--- config.mk ---
export PLATFORM = sky130hd
export DESIGN_NAME = sequential_list_engine_core
export DESIGN_NICKNAME = d
export VERILOG_FILES = /design/src/rtl/sle_pkg.sv /design/src/rtl/sle_ram.sv /design/src/rtl/sle_datapath.sv /design/src/rtl/sle_ctrl.sv /design/src/rtl/sequential_list_engine_core.sv
export SDC_FILE = /design/constraint.sdc
export NUM_CORES = 1
export LEC_CHECK = 0
export ABC_CLOCK_PERIOD_IN_PS = 8900
export BUFFER_PORTS_ARGS = -buffer_cell sky130_fd_sc_hd__buf_4
export CAP_MARGIN = 20
export CORE_ASPECT_RATIO = 0.75
export CORE_UTILIZATION = 55
export CTS_CLUSTER_DIAMETER = 80
export DETAILED_ROUTE_END_ITERATION = 8
export GPL_TIMING_DRIVEN = 0
export PLACE_DENSITY = 0.77
export SETUP_SLACK_MARGIN = 0.1
export SKIP_CTS_REPAIR_TIMING = 1
export SLEW_MARGIN = 20
export SYNTH_ARGS = -nofsm -noshare
export SYNTH_HDL_FRONTEND = slang
export SYNTH_HIERARCHICAL = 1
export SYNTH_SLANG_ARGS = --single-unit
--- constraint.sdc ---
create_clock -name clk -period 8.9 [get_ports clk]
set_clock_uncertainty 0.1 [all_clocks]
set_input_delay 1.335 -clock clk [delete_from_list [all_inputs] [get_ports clk]]
set_output_delay 1.335 -clock clk [all_outputs]
set_load 0.01 [all_outputs]
--- src/rtl/sle_pkg.sv ---
// Shared types and constants for the sequential list engine.
// Used by the controller, datapath, top level and bench; depends on nothing.
`timescale 1ns / 1ps

package sle_pkg;

	// List geometry
	localparam int CAPACITY = 64;
	localparam int ADDR_W   = $clog2(CAPACITY);
	localparam int LEN_W    = 7;
	localparam int POS_W    = 8;
	localparam int DATA_W   = 8;
	localparam int MODE_W   = 3;

	// Operation codes
	localparam logic [MODE_W-1:0] MODE_GET    = 3'd0;
	localparam logic [MODE_W-1:0] MODE_LOCATE = 3'd1;
	localparam logic [MODE_W-1:0] MODE_INSERT = 3'd2;
	localparam logic [MODE_W-1:0] MODE_DELETE = 3'd3;
	localparam logic [MODE_W-1:0] MODE_CLEAR  = 3'd4;

	// Request item
	typedef struct packed {
		logic [MODE_W-1:0] mode;
		logic [POS_W-1:0]  position;
		logic [DATA_W-1:0] value;
	} sle_req_t;

	// Response item
	typedef struct packed {
		logic              ok;
		logic [DATA_W-1:0] element;
		logic [LEN_W-1:0]  found_position;
		logic [LEN_W-1:0]  count;
		logic              is_empty;
	} sle_rsp_t;

	// Controller to datapath
	typedef struct packed {
		logic load;    // capture the accepted request
		logic init;    // set up the walk pointers
		logic step;    // advance the walk by one memory access
		logic finish;  // commit length, final write and response
	} sle_cmd_t;

	// Datapath to controller
	typedef struct packed {
		logic walk_needed;  // request is valid and touches the store
		logic walk_done;    // no read in flight and none left to issue, or a locate hit
	} sle_sts_t;

endpackage

--- src/rtl/sle_ram.sv ---
// Generic single-write, single-read RAM with registered read data.
// Stand-alone; no package needed.
`timescale 1ns / 1ps

module sle_ram #(
	parameter int WIDTH = 8,
	parameter int DEPTH = 64
) (
	input  logic                     clk,
	input  logic                     we,
	input  logic [$clog2(DEPTH)-1:0] waddr,
	input  logic [WIDTH-1:0]         wdata,
	input  logic [$clog2(DEPTH)-1:0] raddr,
	output logic [WIDTH-1:0]         rdata
);

	logic [WIDTH-1:0] mem_q [DEPTH];

	// Write port and registered read port
	always_ff @(posedge clk) begin
		if (we) begin
			mem_q[waddr] <= wdata;
		end
		rdata <= mem_q[raddr];
	end

endmodule

--- src/rtl/sle_datapath.sv ---
// Datapath of the list engine: request and length registers, walk pointers,
// list store and response register. Depends on sle_pkg and sle_ram.
`timescale 1ns / 1ps

module sle_datapath import sle_pkg::*; (
	input  logic     clk,
	input  logic     arst_n,
	input  sle_req_t req,
	input  sle_cmd_t cmd,
	output sle_sts_t sts,
	output sle_rsp_t rsp
);

	sle_req_t          req_q;
	logic [LEN_W-1:0]  len_q;
	logic [ADDR_W-1:0] rp_q;
	logic [LEN_W-1:0]  rem_q;
	logic [ADDR_W-1:0] lp_q;
	logic              lv_q;
	logic              hit_q;
	logic [DATA_W-1:0] elem_q;
	logic [LEN_W-1:0]  found_q;
	sle_rsp_t          rsp_q;

	logic [POS_W:0]    pos_ext;
	logic [POS_W:0]    len_ext;
	logic [POS_W-1:0]  pos_m1;
	logic [ADDR_W-1:0] p_addr;
	logic [POS_W:0]    shift_cnt;
	logic              pos_in_list;
	logic              pos_in_ins;
	logic              req_ok;
	logic              match;
	logic [LEN_W-1:0]  len_next;

	logic              ram_we;
	logic [ADDR_W-1:0] ram_waddr;
	logic [DATA_W-1:0] ram_wdata;
	logic [DATA_W-1:0] ram_rdata;

	// Position checks against the current length
	assign pos_ext     = {1'b0, req_q.position};
	assign len_ext     = (POS_W + 1)'(len_q);
	assign pos_m1      = req_q.position - POS_W'(1);
	assign p_addr      = pos_m1[ADDR_W-1:0];
	assign shift_cnt   = len_ext + (POS_W + 1)'(1) - pos_ext;
	assign pos_in_list = (req_q.position != '0) && (pos_ext <= len_ext);
	assign pos_in_ins  = (req_q.position != '0) && (pos_ext <= len_ext + (POS_W + 1)'(1)) &&
		(len_q < LEN_W'(CAPACITY));

	always_comb begin
		case (req_q.mode)
			MODE_GET:    req_ok = pos_in_list;
			MODE_LOCATE: req_ok = 1'b1;
			MODE_INSERT: req_ok = pos_in_ins;
			MODE_DELETE: req_ok = pos_in_list;
			MODE_CLEAR:  req_ok = 1'b1;
			default:     req_ok = 1'b0;
		endcase
	end

	assign sts.walk_needed = req_ok && (req_q.mode != MODE_CLEAR);
	assign sts.walk_done   = ((rem_q == '0) && !lv_q) || hit_q;

	// First match of a locate walk
	assign match = lv_q && !hit_q && (req_q.mode == MODE_LOCATE) && (ram_rdata == req_q.value);

	// Store write: final insert write, or one shifted element per walk step
	always_comb begin
		ram_we    = 1'b0;
		ram_waddr = lp_q;
		ram_wdata = ram_rdata;
		if (cmd.finish && req_ok && (req_q.mode == MODE_INSERT)) begin
			ram_we    = 1'b1;
			ram_waddr = p_addr;
			ram_wdata = req_q.value;
		end else if (cmd.step && lv_q) begin
			if (req_q.mode == MODE_INSERT) begin
				ram_we    = 1'b1;
				ram_waddr = lp_q + ADDR_W'(1);
			end else if ((req_q.mode == MODE_DELETE) && (lp_q != p_addr)) begin
				ram_we    = 1'b1;
				ram_waddr = lp_q - ADDR_W'(1);
			end
		end
	end

	sle_ram #(
		.WIDTH(DATA_W),
		.DEPTH(CAPACITY)
	) u_store (
		.clk  (clk),
		.we   (ram_we),
		.waddr(ram_waddr),
		.wdata(ram_wdata),
		.raddr(rp_q),
		.rdata(ram_rdata)
	);

	// Length after the operation
	always_comb begin
		len_next = len_q;
		if (req_ok) begin
			case (req_q.mode)
				MODE_INSERT: len_next = len_q + LEN_W'(1);
				MODE_DELETE: len_next = len_q - LEN_W'(1);
				MODE_CLEAR:  len_next = '0;
				default:     len_next = len_q;
			endcase
		end
	end

	// Control registers: length and walk state
	always_ff @(posedge clk or negedge arst_n) begin
		if (!arst_n) begin
			len_q <= '0;
			rem_q <= '0;
			lv_q  <= 1'b0;
			hit_q <= 1'b0;
		end else if (cmd.init) begin
			lv_q  <= 1'b0;
			hit_q <= 1'b0;
			case (req_q.mode)
				MODE_GET:    rem_q <= req_ok ? LEN_W'(1) : '0;
				MODE_LOCATE: rem_q <= len_q;
				MODE_INSERT: rem_q <= req_ok ? LEN_W'(shift_cnt) : '0;
				MODE_DELETE: rem_q <= req_ok ? LEN_W'(shift_cnt) : '0;
				default:     rem_q <= '0;
			endcase
		end else if (cmd.step) begin
			if ((rem_q != '0) && !match && !hit_q) begin
				rem_q <= rem_q - LEN_W'(1);
				lv_q  <= 1'b1;
			end else begin
				lv_q <= 1'b0;
			end
			if (match) begin
				hit_q <= 1'b1;
			end
		end else if (cmd.finish) begin
			len_q <= len_next;
		end
	end

	// Request capture, walk pointers and gathered results
	always_ff @(posedge clk) begin
		if (cmd.load) begin
			req_q <= req;
		end
		if (cmd.init) begin
			elem_q  <= '0;
			found_q <= '0;
			case (req_q.mode)
				MODE_LOCATE: rp_q <= '0;
				MODE_INSERT: rp_q <= len_q[ADDR_W-1:0] - ADDR_W'(1);
				default:     rp_q <= p_addr;
			endcase
		end else if (cmd.step) begin
			if ((rem_q != '0) && !match && !hit_q) begin
				rp_q <= (req_q.mode == MODE_INSERT) ? rp_q - ADDR_W'(1) : rp_q + ADDR_W'(1);
				lp_q <= rp_q;
			end
			if (match) begin
				found_q <= LEN_W'(lp_q) + LEN_W'(1);
			end
			if (lv_q && ((req_q.mode == MODE_GET) ||
				((req_q.mode == MODE_DELETE) && (lp_q == p_addr)))) begin
				elem_q <= ram_rdata;
			end
		end
		if (cmd.finish) begin
			rsp_q.ok             <= req_ok;
			rsp_q.element        <= elem_q;
			rsp_q.found_position <= found_q;
			rsp_q.count          <= len_next;
			rsp_q.is_empty       <= (len_next == '0);
		end
	end

	assign rsp = rsp_q;

endmodule

--- src/rtl/sle_ctrl.sv ---
// Controller of the list engine: sequences load, setup, walk and commit,
// and owns the input stall and the output valid. Depends on sle_pkg.
`timescale 1ns / 1ps

module sle_ctrl import sle_pkg::*; (
	input  logic     clk,
	input  logic     arst_n,
	input  logic     req_valid,
	output logic     req_stall,
	output logic     rsp_valid,
	input  logic     rsp_stall,
	input  sle_sts_t sts,
	output sle_cmd_t cmd
);

	localparam logic [1:0] ST_IDLE  = 2'd0;
	localparam logic [1:0] ST_START = 2'd1;
	localparam logic [1:0] ST_WALK  = 2'd2;
	localparam logic [1:0] ST_DONE  = 2'd3;

	logic [1:0] state_q;
	logic [1:0] state_next;
	logic       out_valid_q;
	logic       slot_free;

	assign slot_free = !out_valid_q || !rsp_stall;
	assign req_stall = (state_q != ST_IDLE);
	assign rsp_valid = out_valid_q;

	// Next state and commands
	always_comb begin
		state_next = state_q;
		cmd        = '0;
		case (state_q)
			ST_IDLE: begin
				cmd.load = req_valid;
				if (req_valid) begin
					state_next = ST_START;
				end
			end
			ST_START: begin
				cmd.init   = 1'b1;
				state_next = sts.walk_needed ? ST_WALK : ST_DONE;
			end
			ST_WALK: begin
				cmd.step = 1'b1;
				if (sts.walk_done) begin
					state_next = ST_DONE;
				end
			end
			ST_DONE: begin
				if (slot_free) begin
					cmd.finish = 1'b1;
					state_next = ST_IDLE;
				end
			end
			default: state_next = ST_IDLE;
		endcase
	end

	// State and output valid
	always_ff @(posedge clk or negedge arst_n) begin
		if (!arst_n) begin
			state_q     <= ST_IDLE;
			out_valid_q <= 1'b0;
		end else begin
			state_q <= state_next;
			if (cmd.finish) begin
				out_valid_q <= 1'b1;
			end else if (!rsp_stall) begin
				out_valid_q <= 1'b0;
			end
		end
	end

endmodule

--- src/rtl/sequential_list_engine_core.sv ---
// Top level of the sequential list engine: controller plus datapath.
// Depends on sle_pkg, sle_ctrl, sle_datapath and sle_ram.
//
// Usage:
// - Request channel req_valid / req_stall / req carries one item: mode,
//   1-based position and value. It is taken when req_valid is high and
//   req_stall low; req_stall is high while an item is in work.
// - Response channel rsp_valid / rsp_stall / rsp carries one item per
//   request: ok, element, found_position, count and is_empty.
// - Timing: a setup step, then (for a valid request other than a clear) a
//   walk over the store with one memory access per cycle, then a commit
//   step that waits until the output register is free. The response
//   becomes valid as the block returns to idle, where it can take the next
//   item. The store's read port sets the walk rate.
// - The response sits in an output register; the next request is accepted
//   while it waits. If rsp_stall stays high, the following item finishes
//   its walk and holds in its commit cycle until the register frees.
// - Reset clears the length to zero and empties both channels; the store
//   contents are not cleared and are only read after being written.
`timescale 1ns / 1ps

module sequential_list_engine_core import sle_pkg::*; (
	input  logic     clk,
	input  logic     arst_n,
	input  logic     req_valid,
	output logic     req_stall,
	input  sle_req_t req,
	output logic     rsp_valid,
	input  logic     rsp_stall,
	output sle_rsp_t rsp
);

	sle_cmd_t cmd;
	sle_sts_t sts;

	sle_ctrl u_ctrl (
		.clk      (clk),
		.arst_n   (arst_n),
		.req_valid(req_valid),
		.req_stall(req_stall),
		.rsp_valid(rsp_valid),
		.rsp_stall(rsp_stall),
		.sts      (sts),
		.cmd      (cmd)
	);

	sle_datapath u_datapath (
		.clk   (clk),
		.arst_n(arst_n),
		.req   (req),
		.cmd   (cmd),
		.sts   (sts),
		.rsp   (rsp)
	);

endmodule

==> metrics.md <==
| Metric | Value |
|---|---|
| Outcome | finished, final reports clean |
| Synthesized area | 0.0257 mm² |
| Largest net degree at the start of global routing | 65 |
| Data required, critical path | 9.00 ns |
| VDD IR max | 227 µV |
| CTS Sinks | 609 |
| Final GP Congestion | 0.926 |
| RR Endpoint | u_datapath/u_store/mem_q[45][6]$_DFFE_PP_ |
| Endpoint class of the critical path | flip-flop |
| CP most frequent cell | clkbuf_1 |
| Drc violations | 0 |
| Max cap viols | 0 |
| Hold wc startpoint | u_datapath/elem_q[5]$_SDFFE_PP0P_ |
| Clk_lat worst skew | 0.62 ns |
| Critical path class | reg -> reg |
| # setup viols final | 0 |
| Ys Warns | 6 |
| Area grow syn2layout | 12.1% |
| Die ar. | 0.0475 mm² |
| CTS max path bufs | 3 |
| Syn Nets | 1538 |
| H-tree Lvls | 2 |
| Hold Path Stages | 0 |
| Final Cycle Share | 79.3% |
| Synth Register Bits | 609 |
| Cell area power density | 336 mW/mm² |
| # rows | 68 |
| Worst setup path end | u_datapath/u_store/mem_q[45][6]$_DFFE_PP_ |
| Slew margin rel. | 22.0% |
| Pins over their slew limit | 0 |
| CTS Buf Count | 54 |
| Worst R2R Path Depth | 17 |
| Count leader, synth | edfxtp_1 |
| Height of the die | 189 µm |
| Max Fclk | 142 MHz |
| Pre-Repair DR Iteration Count | 6 |
| Setup crit start | u_datapath/len_q[0]$_DFFE_PN0P_ |
| Global-route wire length before repair | 92000 µm |
| HPWL Detailed | 40800 µm |
| Fin. Hold Viols | 0 |
| Post-synth EDFFs | 567 |
| GRT Util Overall | 26.7% |
| Detailed Route Iter0 Violations | 2216 |
| Grt ovf | 0 |
| Worst path max stage delay | 0.95 ns |
| Post-synthesis sequential area ratio | 70.0% |
| Worst-path maximum fanout | 10 |
| Average wire per standard cell | 27.7 µm |
| Share of layout cells above drive strength 1 | 20.9% |
| Top post-synthesis cells by area | edfxtp_1, mux4_2, ha_1 |
| Vias per cell | 6.46 |
| Post-synth top cells | edfxtp_1, mux4_2, nor2_1, nand2_1, ha_1 |
| Nets | 1644 |
| Area share of the largest cell type after synthesis | 66.3% |
| Crit path DAT | 7.16 ns |
| Boundary Pins | 49 |
| Cell Chain, Critical Path | clkbuf_1 > inv_1 > nor3_1 > xnor2_1 > ha_1 > nand4_1 > nor2_1 > a21oi_1 > nor4_1 > and2_1 > nand3_1 > clkbuf_1 > o21ai_0 > clkbuf_1 > nor2b_1 > nand3_1 > nor2_1 |
| Reg2Reg Launch Point | u_datapath/len_q[0]$_DFFE_PN0P_ |
| Leak pwr | 9.52 nW |
| Die Span X | 251 µm |
| Fillers | 3142 |
| Setup WS pre-CTS | 2.28 ns |
| Post-Syn Instances | 1470 |
| Core Area | 0.0460 mm² |
| Startpoint Class | flip-flop |
| Worst Hold Class | reg -> reg |
| Post-synth ARST share | 3.12% |
| Root Driver | clkbuf_16 |
| Clock transition at the registers of the reported paths | 0.06 ns |
| Inserted Diodes | 0 |
| Setup TNS | 0 ns |
| RSZ-0062 raised after global routing | false |
| Vias | 14500 |
| Slew @ Worst Pin | 1.17 ns |
| Reg-to-reg setup timing slack | 1.84 ns |
| Initial antenna violation count | 0 |
| Total wire length | 62400 µm |
| IO buf count | 48 |
| CTS tree | done |
| Setup ws final | 1.84 ns |
| Routed Antenna Nets | 0 |
| Worst path slowest cell | nor2_1 |
| Syn_area_per_cell | 17.5 µm² |
| Area leader, netlist | edfxtp_1 |
| Min Tclk post-route | 7.06 ns |
| Netlist cell types | 76 |
| Initial Util | 55.8% |
| Main synth FF type | edfxtp_1 |
| Vias in the first global route | 14200 |
[layout by cell type, fill, tap and decap left out, drive strengths merged, types with 7 or more instances in the layout]
cell,instances
mux4,126
nor2b,19
nand2b,16
clkbuf,97
inv,39
mux2i,39
a21o,10
nor4,11
xor2,15
a21oi,40
xnor2,37
clkinv,25
dfxtp,23
o22ai,17
a221oi,7
edfxtp,567
nand3,31
buf,88
o21ai,17
mux2,27
dfrtp,19
bufinv,9
nand2,52
o221ai,11
nor3,15
a211oi,9
nand4,9
ha,42
nor2,121
[worst min path at each step]
stage	slack, ns	end
finish	0.34	u_datapath/rsp[20]$_DFFE_PP_
global route	0.35	u_datapath/rsp[16]$_DFFE_PP_
CTS	0.34	u_datapath/rsp[18]$_DFFE_PP_
detailed placement	0.33	u_datapath/rsp[18]$_DFFE_PP_
global placement	0.32	u_datapath/rsp[18]$_DFFE_PP_
floorplan	0.31	u_datapath/rsp[15]$_DFFE_PP_
[cells by family (layout without fill, tap and decap cells)]
family,Yosys count,after routing,share of synthesized area (%)
DFF,609,609,70.0
and+or+nand+nor,302,302,5.68
muxes,192,192,13.8
AOI/OAI and AO/OA,157,157,4.26
buffers and inverters,112,263,2.14
xor gates and xnor gates,53,53,1.89
adders and majority gates,45,45,2.28
[sequential cells by signal (all words and copies together) (netlist names)]
name,cells
u_datapath/u_store/mem_q,512
u_datapath/rsp,24
u_datapath/req_q,11
u_datapath/elem_q,8
u_datapath/pos_ext,8
u_datapath/u_store/rdata,8
u_datapath/found_q,7
u_datapath/len_q,7
u_datapath/rem_q,7
u_datapath/lp_q,6
u_datapath/rp_q,6
u_ctrl/state_q,2
u_ctrl/rsp_valid,1
u_datapath/hit_q,1
u_datapath/lv_q,1
[where the power goes]
part           switching [W]  leakage [nW]  internal (W)
clock network        0.00105         0.903       0.00139
registers           0.000153          5.56       0.00368
logic                0.00213          3.05       0.00126
[per-stage QoR]
| step | util (%) | hold WS [ns] | std cells | area, µm² | power, W |
|---|---|---|---|---|---|
| after floorplan | - | 0.308 | 1470 | 25700 | 0.00600 |
| after global placement | 58.3 | 0.318 | 2148 | 26800 | 0.00707 |
| after detailed placement | 58.4 | 0.327 | 2150 | 26900 | 0.00719 |
| after CTS | 62.4 | 0.343 | 2251 | 28700 | 0.00964 |
| after global routing | 62.5 | 0.346 | 2251 | 28800 | 0.0100 |
| final | 62.5 | 0.340 | 2251 | 28800 | 0.00967 |
[layer usage]
metal  part of all wire (%)  global-route usage (%)  routed length, µm
met1                     41                    40.7              25700
met3                     13                    7.88               8030
met2                     43                    37.2              26900
met5                      0                       0                  0
met4                    3.0                    8.18               1850
[critical path, delay by kind of cell, from the launching register on]
family / cells / cell delay (ns)
xor+xnor: 1 / 0.14
buf+inv: 4 / 1.55
flops: 1 / 0.53
fa+ha+maj: 1 / 0.36
simple gates: 9 / 3.59
compound gates: 2 / 0.36
[layout make-up]
type,count,area [µm²],area share (%)
multi-input combinational,749,7210,25.1
buffer,73,402,1.40
tap,630,788,2.74
clock inverter,39,487,1.69
sequential,609,18000,62.4
timing repair buffer,50,395,1.37
inverter,39,146,0.509
clock buffer,62,1380,4.80
Power figures use the tool's default switching activity.
